===== config.mk =====
export PLATFORM = sky130hd
export DESIGN_NAME = tgp_div
export DESIGN_NICKNAME = d
export VERILOG_FILES = /design/src/tgp_pkg.sv /design/src/tgp_div.sv
export SDC_FILE = /design/constraint.sdc
export NUM_CORES = 1
export LEC_CHECK = 0
export ABC_AREA = 1
export BUFFER_PORTS_ARGS = -buffer_cell sky130_fd_sc_hd__buf_2
export CAP_MARGIN = 20
export CORE_MARGIN = 2
export CORE_UTILIZATION = 33
export CTS_CLUSTER_DIAMETER = 30
export DETAILED_ROUTE_END_ITERATION = 8
export PLACE_DENSITY_LB_ADDON = 0.3
export SYNTH_ARGS = -nofsm -noshare
export SYNTH_HDL_FRONTEND = slang
export SYNTH_SLANG_ARGS = --single-unit

===== constraint.sdc =====
create_clock -name clk -period 2.3 [get_ports clk]
set_input_delay 0.46 -clock clk [delete_from_list [all_inputs] [get_ports clk]]
set_output_delay 0.46 -clock clk [all_outputs]
set_load 0.02 [all_outputs]

===== src/tgp_pkg.sv =====
// ----------------------------------------------------------------------------
// tgp_pkg
// Shared widths, constants and helpers of the two-group RGB partition block.
// ----------------------------------------------------------------------------
`default_nettype none

package tgp_pkg;

	localparam int COORD_W    = 8;
	localparam int POINT_W    = 3 * COORD_W;
	localparam int COST_W     = 38;
	localparam int CFG_W      = 2;
	localparam int MAX_POINTS = 64;
	localparam int FRAC_BITS  = 16;
	localparam int DVD_W      = 64;
	localparam int DIFF_W     = COORD_W + 1;
	localparam int NORMAL_W   = 18;
	localparam int DOT_W      = 30;
	localparam int SQ_W       = 2 * COORD_W;

	localparam logic [COST_W-1:0] INFINITY      = '1;
	localparam logic [CFG_W-1:0]  GROUPS_RESET  = 2'd2;
	localparam logic [CFG_W-1:0]  ONE_GROUP     = 2'd1;

	typedef struct packed {
		logic start;
	} div_req_t;

	typedef struct packed {
		logic busy;
		logic done;
	} div_rsp_t;

	// One color channel of a packed point: red in the low byte.
	function automatic logic [COORD_W-1:0] chan(input logic [POINT_W-1:0] p,
		input logic [1:0] ch);
		return p[COORD_W*ch +: COORD_W];
	endfunction

endpackage

`default_nettype wire


===== src/tgp_div.sv =====
// ----------------------------------------------------------------------------
// tgp_div
// Restoring divider: one quotient bit per cycle over a 64-bit dividend.
// ----------------------------------------------------------------------------
`default_nettype none

module tgp_div #(
	parameter int DIVISOR_W = 12
) (
	input  wire logic                        clk,
	input  wire logic                        arst_n,
	input  wire tgp_pkg::div_req_t           req,
	input  wire logic [tgp_pkg::DVD_W-1:0]   dividend,
	input  wire logic [DIVISOR_W-1:0]        divisor,
	output tgp_pkg::div_rsp_t                rsp,
	output logic      [tgp_pkg::DVD_W-1:0]   quotient
);

	localparam int CNT_W = $clog2(tgp_pkg::DVD_W);

	logic                        busy_q;
	logic                        done_q;
	logic [CNT_W-1:0]            cnt_q;
	logic [tgp_pkg::DVD_W-1:0]   quo_q;
	logic [DIVISOR_W-1:0]        rem_q;
	logic [DIVISOR_W-1:0]        dvs_q;
	logic [DIVISOR_W:0]          trial;
	logic                        ge;

	// The remainder stays below the divisor, so the trial fits one extra bit.
	assign trial = {rem_q, quo_q[tgp_pkg::DVD_W-1]};
	assign ge    = trial >= {1'b0, dvs_q};

	always_ff @(posedge clk or negedge arst_n) begin
		if (!arst_n) begin
			busy_q <= 1'b0;
			done_q <= 1'b0;
			cnt_q  <= '0;
		end else begin
			done_q <= 1'b0;
			if (req.start) begin
				busy_q <= 1'b1;
				cnt_q  <= '0;
			end else if (busy_q) begin
				cnt_q <= cnt_q + CNT_W'(1);
				if (cnt_q == CNT_W'(tgp_pkg::DVD_W - 1)) begin
					busy_q <= 1'b0;
					done_q <= 1'b1;
				end
			end
		end
	end

	always_ff @(posedge clk) begin
		if (req.start) begin
			quo_q <= dividend;
			rem_q <= '0;
			dvs_q <= divisor;
		end else if (busy_q) begin
			quo_q <= {quo_q[tgp_pkg::DVD_W-2:0], ge};
			rem_q <= ge ? DIVISOR_W'(trial - {1'b0, dvs_q}) : trial[DIVISOR_W-1:0];
		end
	end

	assign rsp.busy = busy_q;
	assign rsp.done = done_q;
	assign quotient = quo_q;

endmodule

`default_nettype wire


==> out/metrics.cfg <==
[detailed_routing]
met3_length_um=886
wl_met2_mm=5.68
drtIter0Drc=250
routedWlPerCell_um=13.6
m1WireLength_mm=5.38
first_pass_iters=4
dr_total_vias=4113
post-route-drc-count=0
final_antenna_net_count=0
wl_mm=12.2
top_layer=met4
viasPerCell=4.61

[place]
port_buffers=144
dp_hpwl_mm=8.89
gp_congestion=0.854
dp_cells=877

[synthesis]
synth.cell_area_um2=4840
synth-seq-area-share_pct=56.3
synth_cells=561
synth_seq_cells=96
synth_nets=654
yosys_warnings=0
syn_area_per_cell_um2=8.62
ys_types=34

[cts]
tritoncts=built
clk_pin_slew_ns=0.07
cts_resized=0
cts_buffer_depth=2
h-tree-depth=3
clock_sinks=96
cts-buffers-inserted=9
post-cts-setup-buffers=0
clock-root-buffer=clkbuf_16
clock_latency_ns=0.35

[timing]
clock.fmax_ghz=0.491
skew_ns=0.0129
maxSlewHeadroom_pct=34.2
slew_violations=0
finalSetupTns_ns=0
timing.final.crit_period_ns=2.04
fin_crit_sh_pct=88.5
rsz0062_at_grt=no
final_hold_viol_count=0
tightest_slew_ns=0.983
setup_violations=0

[finish]
fin_nets=798
diodes=0
finalCoreUtilization_pct=42.4
drive_gt1_share_pct=26.8
final_cell_mix=281 x nand2_1, 144 x buf_2, 76 x edfxtp_1
n_fill_cell=1474
syn_to_final_growth_pct=26.3
layout_commonest_cell=nand2_1
instances_no_fill=893

[grt]
grt_overflow=0
grt_max_degree=48
antenna_found_initial=0
grt_util_all_layers_pct=15.9
grt_pass1_wl_mm=20.0
grt_pass1_vias=4213

[run]
maxCapViolations=0

[setup_path]
crit_path_max_fanout=14
cp_data_required_time_ns=2.56
cp.arrival_ns=2.29
cp-start-kind=register
rrSetupSlack_ns=0.26
setup.worst_path.class=reg2reg
end_kind=register

[floorplanning]
fp.dieW_um=125
fp.dieArea_um2=15600
die_height_um=125
rows=44
start_util_pct=33.5
ios=145
coreArea_um2=14400

[min_path]
hold_class=in2reg

[power]
leakagePower_nw=3.17
vdd_drop_max_v=0.000346
power_density_nw_per_um2=893
p_total_mw=5.46

[status]
outcome=finished clean

[final cells by class]
type	count	area, µm²	area share [%]
Sequential cell	96	2720	44.6
Multi-Input combinational cell	387	1800	29.4
Timing Repair Buffer	155	831	13.6
Tap cell	184	230	3.77
Clock buffer	9	225	3.69
Inverter	56	210	3.44
Clock inverter	6	93.8	1.54
[state kept, by name, indices dropped and copies added (netlist names)]
| register | count |
|---|---|
| busy_q | 1 |
| dvs_q | 12 |
| rem_q | 12 |
| quotient | 64 |
| cnt_q | 6 |
| done_q | 1 |
[routing by layer]
layer  up-vias  track usage [%]
met2       131             25.2
li1       2076                -
met5         -                0
met4         0             5.95
met1      1894             20.1
met3        12             5.48
[cell usage after synthesis]
cell        n  area [µm²]
nand2_1   281        1050
edfxtp_1   76        2280
inv_1      52         195
nand3_1    23         115
nor2_1     19        71.3
clkbuf_1   15        56.3
nand4_1    15        93.8
ha_1       13         163
dfxtp_1    12         240
dfrtp_1     8         200
a21oi_1     5        25.0
nand3_2     5        50.1
buf_4       4        30.0
o21ai_0     4        20.0
xnor2_1     4        35.0
inv_2       3        11.3
nand2_2     3        18.8
nor2_2      2        12.5
nor3_2      2        20.0
a21boi_0    1        7.51
a21oi_4     1        16.3
a22o_1      1        8.76
buf_1       1        3.75
buf_2       1        5.00
buf_6       1        11.3
clkinv_1    1        3.75
fa_1        1        20.0
nand3_4     1        17.5
nand3b_1    1        7.51
nor2_4      1        11.3
nor3_1      1        5.00
o221ai_1    1        8.76
or2_2       1        6.26
xor2_1      1        8.76
[worst paths after layout]
| check | start | to | depth (start not counted) |
|---|---|---|---|
| setup / recovery | dvs_q[2] | rem_q[2] | 11 |
| hold / removal | divisor[6] | dvs_q[6] | 1 |
| setup reg to reg | dvs_q[2] | rem_q[2] | 11 |
| hold reg to reg | rem_q[7] | rem_q[7] | 2 |
| max in group asynchronous | arst_n | cnt_q[0] | 2 |
| min in group asynchronous | arst_n | cnt_q[1] | 2 |
[worst max-delay path: stages (launching register included)]
cell,delay (ns)
edfxtp_1,0.33
inv_1,0.04
ha_1,0.34
nand2_1,0.08
nand2_1,0.07
nand2_1,0.09
nand3_2,0.11
nand2_2,0.26
nand3_4,0.26
nand2_1,0.12
nand2_1,0.05
o21ai_0,0.19
[repair_timing]
item / 4_1_cts / 5_1_grt
endpoints found under the setup margin: 0 / 0
hold endpoints to repair: 8 / 0
hold buffers: 1 / 0
[cells by family (layout without fill, tap and decap cells)]
| family | Yosys count | count (layout) | synth area share, % |
|---|---|---|---|
| flip-flops | 96 | 96 | 56.3 |
| AND/OR/NAND/NOR | 355 | 355 | 30.7 |
| adder cells (fa/ha/maj) | 14 | 14 | 3.78 |
| XOR/XNOR | 5 | 5 | 0.906 |
| AO/OA/AOI/OAI | 13 | 13 | 1.79 |
| buffers and inverters | 78 | 226 | 6.55 |
[through the flow]
stage          worst slack, ns  hold slack [ns]  cell area (µm²)
2_1_floorplan           0.0837            0.164             4840
3_3_place_gp             0.303            0.311             5780
3_5_place_dp             0.287            0.317             5780
4_1_cts                  0.263            0.269             6110
5_1_grt                 0.0709            0.274             6110
6_report                 0.264            0.287             6110
[report_power, final]
group	leakage (nW)	switching (mW)	internal [mW]
clock	0.157	0.661	0.956
combinational	1.99	1.01	0.585
sequential	1.03	0.143	2.11
(Power assumes the default switching activity.)
