### src/tgp_ram.sv
// ----------------------------------------------------------------------------
// tgp_ram
// Generic single-write, single-read RAM with a registered read port.
// ----------------------------------------------------------------------------
`default_nettype none

module tgp_ram #(
	parameter int WIDTH = 24,
	parameter int DEPTH = 64
) (
	input  wire logic                     clk,
	input  wire logic                     we,
	input  wire logic [$clog2(DEPTH)-1:0] waddr,
	input  wire logic [WIDTH-1:0]         wdata,
	input  wire logic [$clog2(DEPTH)-1:0] raddr,
	output logic      [WIDTH-1:0]         rdata
);

	logic [WIDTH-1:0] mem [DEPTH];

	always_ff @(posedge clk) begin
		if (we) begin
			mem[waddr] <= wdata;
		end
		rdata <= mem[raddr];
	end

endmodule

`default_nettype wire

### config.mk
export PLATFORM = sky130hd
export DESIGN_NAME = tgp_ram
export DESIGN_NICKNAME = d
export VERILOG_FILES = /design/src/tgp_ram.sv
export SDC_FILE = /design/constraint.sdc
export NUM_CORES = 1
export LEC_CHECK = 0
export BUFFER_PORTS_ARGS = -buffer_cell sky130_fd_sc_hd__buf_2
export CORE_ASPECT_RATIO = 0.9
export CORE_MARGIN = 2
export CORE_UTILIZATION = 40
export DETAILED_ROUTE_END_ITERATION = 10
export PLACE_DENSITY_LB_ADDON = 0.05
export REMOVE_ABC_BUFFERS = 1
export SLEW_MARGIN = 20
export SYNTH_ARGS = -nofsm -noshare
export SYNTH_HDL_FRONTEND = slang
export SYNTH_SLANG_ARGS = --single-unit
### constraint.sdc
create_clock -name clk -period 5.5 [get_ports clk]
set_clock_uncertainty 0.2 [all_clocks]
set_input_delay 0.275 -clock clk [delete_from_list [all_inputs] [get_ports clk]]
set_output_delay 0.275 -clock clk [all_outputs]
set_load 0.02 [all_outputs]
==> summary.log <==
INFO  global_route   grt_pass1_wl=235,000µm
INFO  hold_path      hold_path_end=mem[44][3]$_DFFE_PP_
INFO  cells_and_area post_layout_nonfiller_instances=4,962
INFO  hold_path      worstHoldPathType=in -> reg
INFO  placement      place_hpwl=98,200µm
INFO  logic_synthesis syn_area=0.0593mm²
INFO  critical_path  rrSetupSlack=2.83ns
INFO  logic_synthesis synth_cell_types=40
INFO  global_route   grt_pass1_vias=29,100
INFO  critical_path  timing.critical_path.cells=dlygate4sd3_1 > buf_2 > nand4_1 > nor2_2 > buf_4
INFO  run            max_cap_violations=0
INFO  logic_synthesis synth_cells=2,610
INFO  hold_path      hp-start=wdata[3]
INFO  global_route   grt_antenna_before_repair=13
INFO  route          number_of_remaining_drc_errors=0
INFO  critical_path  cp.arrival=3.41ns
INFO  cells_and_area layout-area-overhead-vs-synth=14.5%
INFO  route          drtIter0Drc=3,044
INFO  sta            timing.max_slew.rel_slack=27.7%
INFO  cells_and_area fillerInstances=12,300
INFO  placement      place_inst=4,635
INFO  sta            timing.final.crit_period=3.16ns
INFO  sta            slew_violations=0
INFO  critical_path  crit_slowest_cell=nor2_2
INFO  floorplanning  std_cell_rows=134
INFO  route          via_density=5.78
INFO  logic_synthesis ys_seq_elements=1,560
INFO  global_route   globalRouteTotalUtil=22.6%
INFO  route          route.final.wire_length=171,000µm
INFO  cells_and_area layout-drive-gt1-share=29.8%
INFO  cts            cts_tree=done
INFO  cts            root_buffer=clkbuf_16
INFO  critical_path  reg2reg_to=rdata[10]$_DFF_P_
INFO  cts            htree_num_levels=4
INFO  floorplanning  initial_core_utilization=40.1%
INFO  logic_synthesis post-synth-top-area-cell=edfxtp_1
INFO  cts            cts_sinks=1,560
INFO  power_and_ir_drop leak_pwr=21.3nW
INFO  placement      buffer_ports.inserted=61
INFO  sta            timing.final.setup_violations=0
INFO  logic_synthesis seq_area_frac_synth=78.6%
INFO  critical_path  worstPathRequired=5.76ns
INFO  route          route.detailed.wl_per_inst=34.4µm
INFO  sta            total_negative_setup_slacks=0ns
INFO  power_and_ir_drop irDropWorstVdd=327µV
INFO  logic_synthesis netlist_top_cells_area=edfxtp_1, mux4_2, mux2i_1, mux2_2, dfxtp_1
INFO  cts            postCtsSetupBuffers=0
INFO  critical_path  critical_path_fanouts_max=16
INFO  route          routed-via-count=28,700
INFO  critical_path  end_kind=flop
INFO  critical_path  crit_type=in -> reg
INFO  hold_path      hold-path-cell-count=2
INFO  critical_path  reg2reg_from=mem[55][10]$_DFFE_PP_
INFO  logic_synthesis yosysWarnings=0
INFO  sta            worst_pin_slew=1.08ns
INFO  critical_path  reg2reg_depth=5
INFO  sta            max_freq=317MHz
INFO  floorplanning  horizontal_extent_of_the_die=410µm
INFO  power_and_ir_drop switching_share=21.8%
INFO  cts            clk_pin_slew_worst_paths=0.06ns
INFO  route          drt_first_pass_iters=5
INFO  placement      gp_routability_congestion=0.806
INFO  cts            numCtsBuffers=165
INFO  logic_synthesis postSynthAreaPerCell=22.7µm²
INFO  floorplanning  dieHeight=369µm
INFO  logic_synthesis top_area_cell_type_share_of_the_netlist_area=77.8%
INFO  cells_and_area num-nets-final=2,889
INFO  cells_and_area layout.core_utilization=46.0%
INFO  floorplanning  die-area=0.151mm²
INFO  critical_path  timing.critical_path.from_type=input port
INFO  cts            ctsLongestPathBuffers=3
INFO  cts            clkLatencyLatePin=0.78ns
INFO  power_and_ir_drop power.share.combinational=5.4%
INFO  power_and_ir_drop p_per_area=369mW/mm²
INFO  floorplanning  design.core.area=0.148mm²
INFO  power_and_ir_drop net-switching-power=5.46mW
INFO  floorplanning  floorplan.io_pins=62
INFO  power_and_ir_drop p_int=19.6mW
INFO  sta            number_of_hold_slack_violations_in_the_final_timing_report=0
INFO  power_and_ir_drop share_of_total_power_in_sequential_cells=52.8%
INFO  global_route   overflow=0
INFO  status         run_status=finished clean
INFO  sta            rsz0062_at_grt=false
INFO  critical_path  critPathMaxStageDelay=1.06ns
INFO  route          drtAntennaViolNets=0
INFO  global_route   grt_max_degree=94
INFO  sta            post-route-period-util=57.4%
INFO  power_and_ir_drop clock_power_share=41.8%
-- area by class of cell --
type | instances | area (µm²) | area share, %
flip-flops and latches | 1560 | 46600 | 68.6
multi-input cells | 906 | 12100 | 17.9
clock buffers | 238 | 4610 | 6.79
well taps | 1972 | 2470 | 3.63
repair buffers | 216 | 1650 | 2.43
clock inverters | 64 | 410 | 0.604
diodes | 4 | 10.0 | 0.0147
inverters | 2 | 7.51 | 0.0111
-- cell usage in the layout, fill, tap and decap left out, types with 11 or more instances in the layout --
cell type,synthesis,layout
edfxtp_1,1536,1536
mux4_2,355,355
clkbuf_16,0,170
buf_4,31,126
mux2i_1,95,95
clkbuf_1,44,58
buf_2,45,58
mux2_2,53,53
o22ai_1,53,53
nor2_2,0,52
a221oi_1,52,51
nand2_1,36,36
clkinv_1,1,33
a22oi_1,29,29
dfxtp_1,24,24
a21oi_1,22,22
nand3_1,20,20
dlygate4sd3_1,0,20
nor2_1,80,18
clkinv_2,0,18
and3_1,16,16
a31oi_1,13,13
o21a_1,13,13
o21ai_0,12,12
clkbuf_8,0,11
-- through the flow --
step | power (mW) | hold WS (ns) | cell area [µm²] | worst slack (ns)
2_1_floorplan | 14.0 | 0.174 | 58500 | 2.58
3_3_place_gp | 14.8 | 0.496 | 62600 | 1.66
3_5_place_dp | 14.8 | 0.497 | 62700 | 1.79
4_1_cts | 25.3 | 0.00243 | 67900 | 2.48
5_1_grt | 25.8 | 0.00117 | 67900 | 2.36
6_report | 25.0 | 0.0192 | 67900 | 2.34
-- metal layers --
metal / track usage, % / part of all wire (%) / up-vias / wire [µm]
met3: 4.81 / 7.0 / 206 / 11900
met2: 34.2 / 45 / 976 / 77700
met4: 4.92 / 1.9 / 2 / 3170
met5: 0 / 0.0076 / - / 13
met1: 33.9 / 46 / 15900 / 78200
li1: - / - / 11600 / -
-- worst max-delay path, delay by kind of cell --
kind,cells,cell delay (ns)
buffers and inverters,3,1.27
AND/OR/NAND/NOR,2,1.83
-- synthesized netlist by cell type --
master    number
a21oi_1       22
a221o_1        4
a221oi_1      52
a22oi_1       29
a31oi_1       13
and2_0         1
and2_1         3
and2b_1        1
and3_1        16
buf_1         13
buf_2         45
buf_4         31
buf_6          8
clkbuf_1      44
clkbuf_4       1
clkinv_1       1
dfxtp_1       24
edfxtp_1    1536
inv_2          1
mux2_2        53
mux2i_1       95
mux4_2       355
nand2_1       36
nand2b_1       6
nand3_1       20
nand3b_1       3
nand4_1        2
nand4b_1       1
nor2_1        80
nor2b_1        9
nor3_1         2
o211ai_1       2
o21a_1        13
o21ai_0       12
o21ai_1        6
o221ai_1       1
o22ai_1       53
or2_2          3
or3_1         10
or3b_2         3
-- registers in the layout, summed over array words and instances (netlist names) --
name and cells:
rdata 24, mem 1536
-- power groups by stage --
| stage | Sequential [mW] | Combinational [mW] | Clock, mW |
|---|---|---|---|
| 2_1_floorplan | 13.5 | 0.493 | 0 |
| 6_report | 13.2 | 1.34 | 10.5 |
| 4_1_cts | 13.2 | 1.36 | 10.7 |
| 3_3_place_gp | 13.5 | 1.33 | 0 |
| 3_5_place_dp | 13.5 | 1.35 | 0 |
| 5_1_grt | 13.2 | 1.42 | 11.2 |
-- timing repair --
action | CTS | global route
endpoints found under the hold margin | 151 | 8
gates resized for setup | 0 | 0
hold buffers | 19 | 1
-- kinds of logic (layout without fill, tap and decap cells) --
logic type / count (synthesis) / in the layout / synth area share [%]
other: 0 / 4 / 0
AOI/OAI and AO/OA: 207 / 207 / 2.44
DFF: 1560 / 1560 / 78.6
muxes: 503 / 503 / 16.1
and+or+nand+nor: 196 / 196 / 1.56
buffers and inverters: 144 / 520 / 1.31
-- how the worst max path moves through the flow --
| stage | start | endpoint | slack [ns] |
|---|---|---|---|
| global placement | raddr[0] | rdata[14]$_DFF_P_ | 1.66 |
| floorplan | we | mem[48][0]$_DFFE_PP_ | 2.58 |
| finish | waddr[1] | mem[63][1]$_DFFE_PP_ | 2.34 |
| detailed placement | raddr[0] | rdata[2]$_DFF_P_ | 1.79 |
| CTS | waddr[0] | mem[62][11]$_DFFE_PP_ | 2.48 |
| global route | raddr[0] | rdata[2]$_DFF_P_ | 2.36 |
No activity file was read; power rests on OpenSTA's default activity.
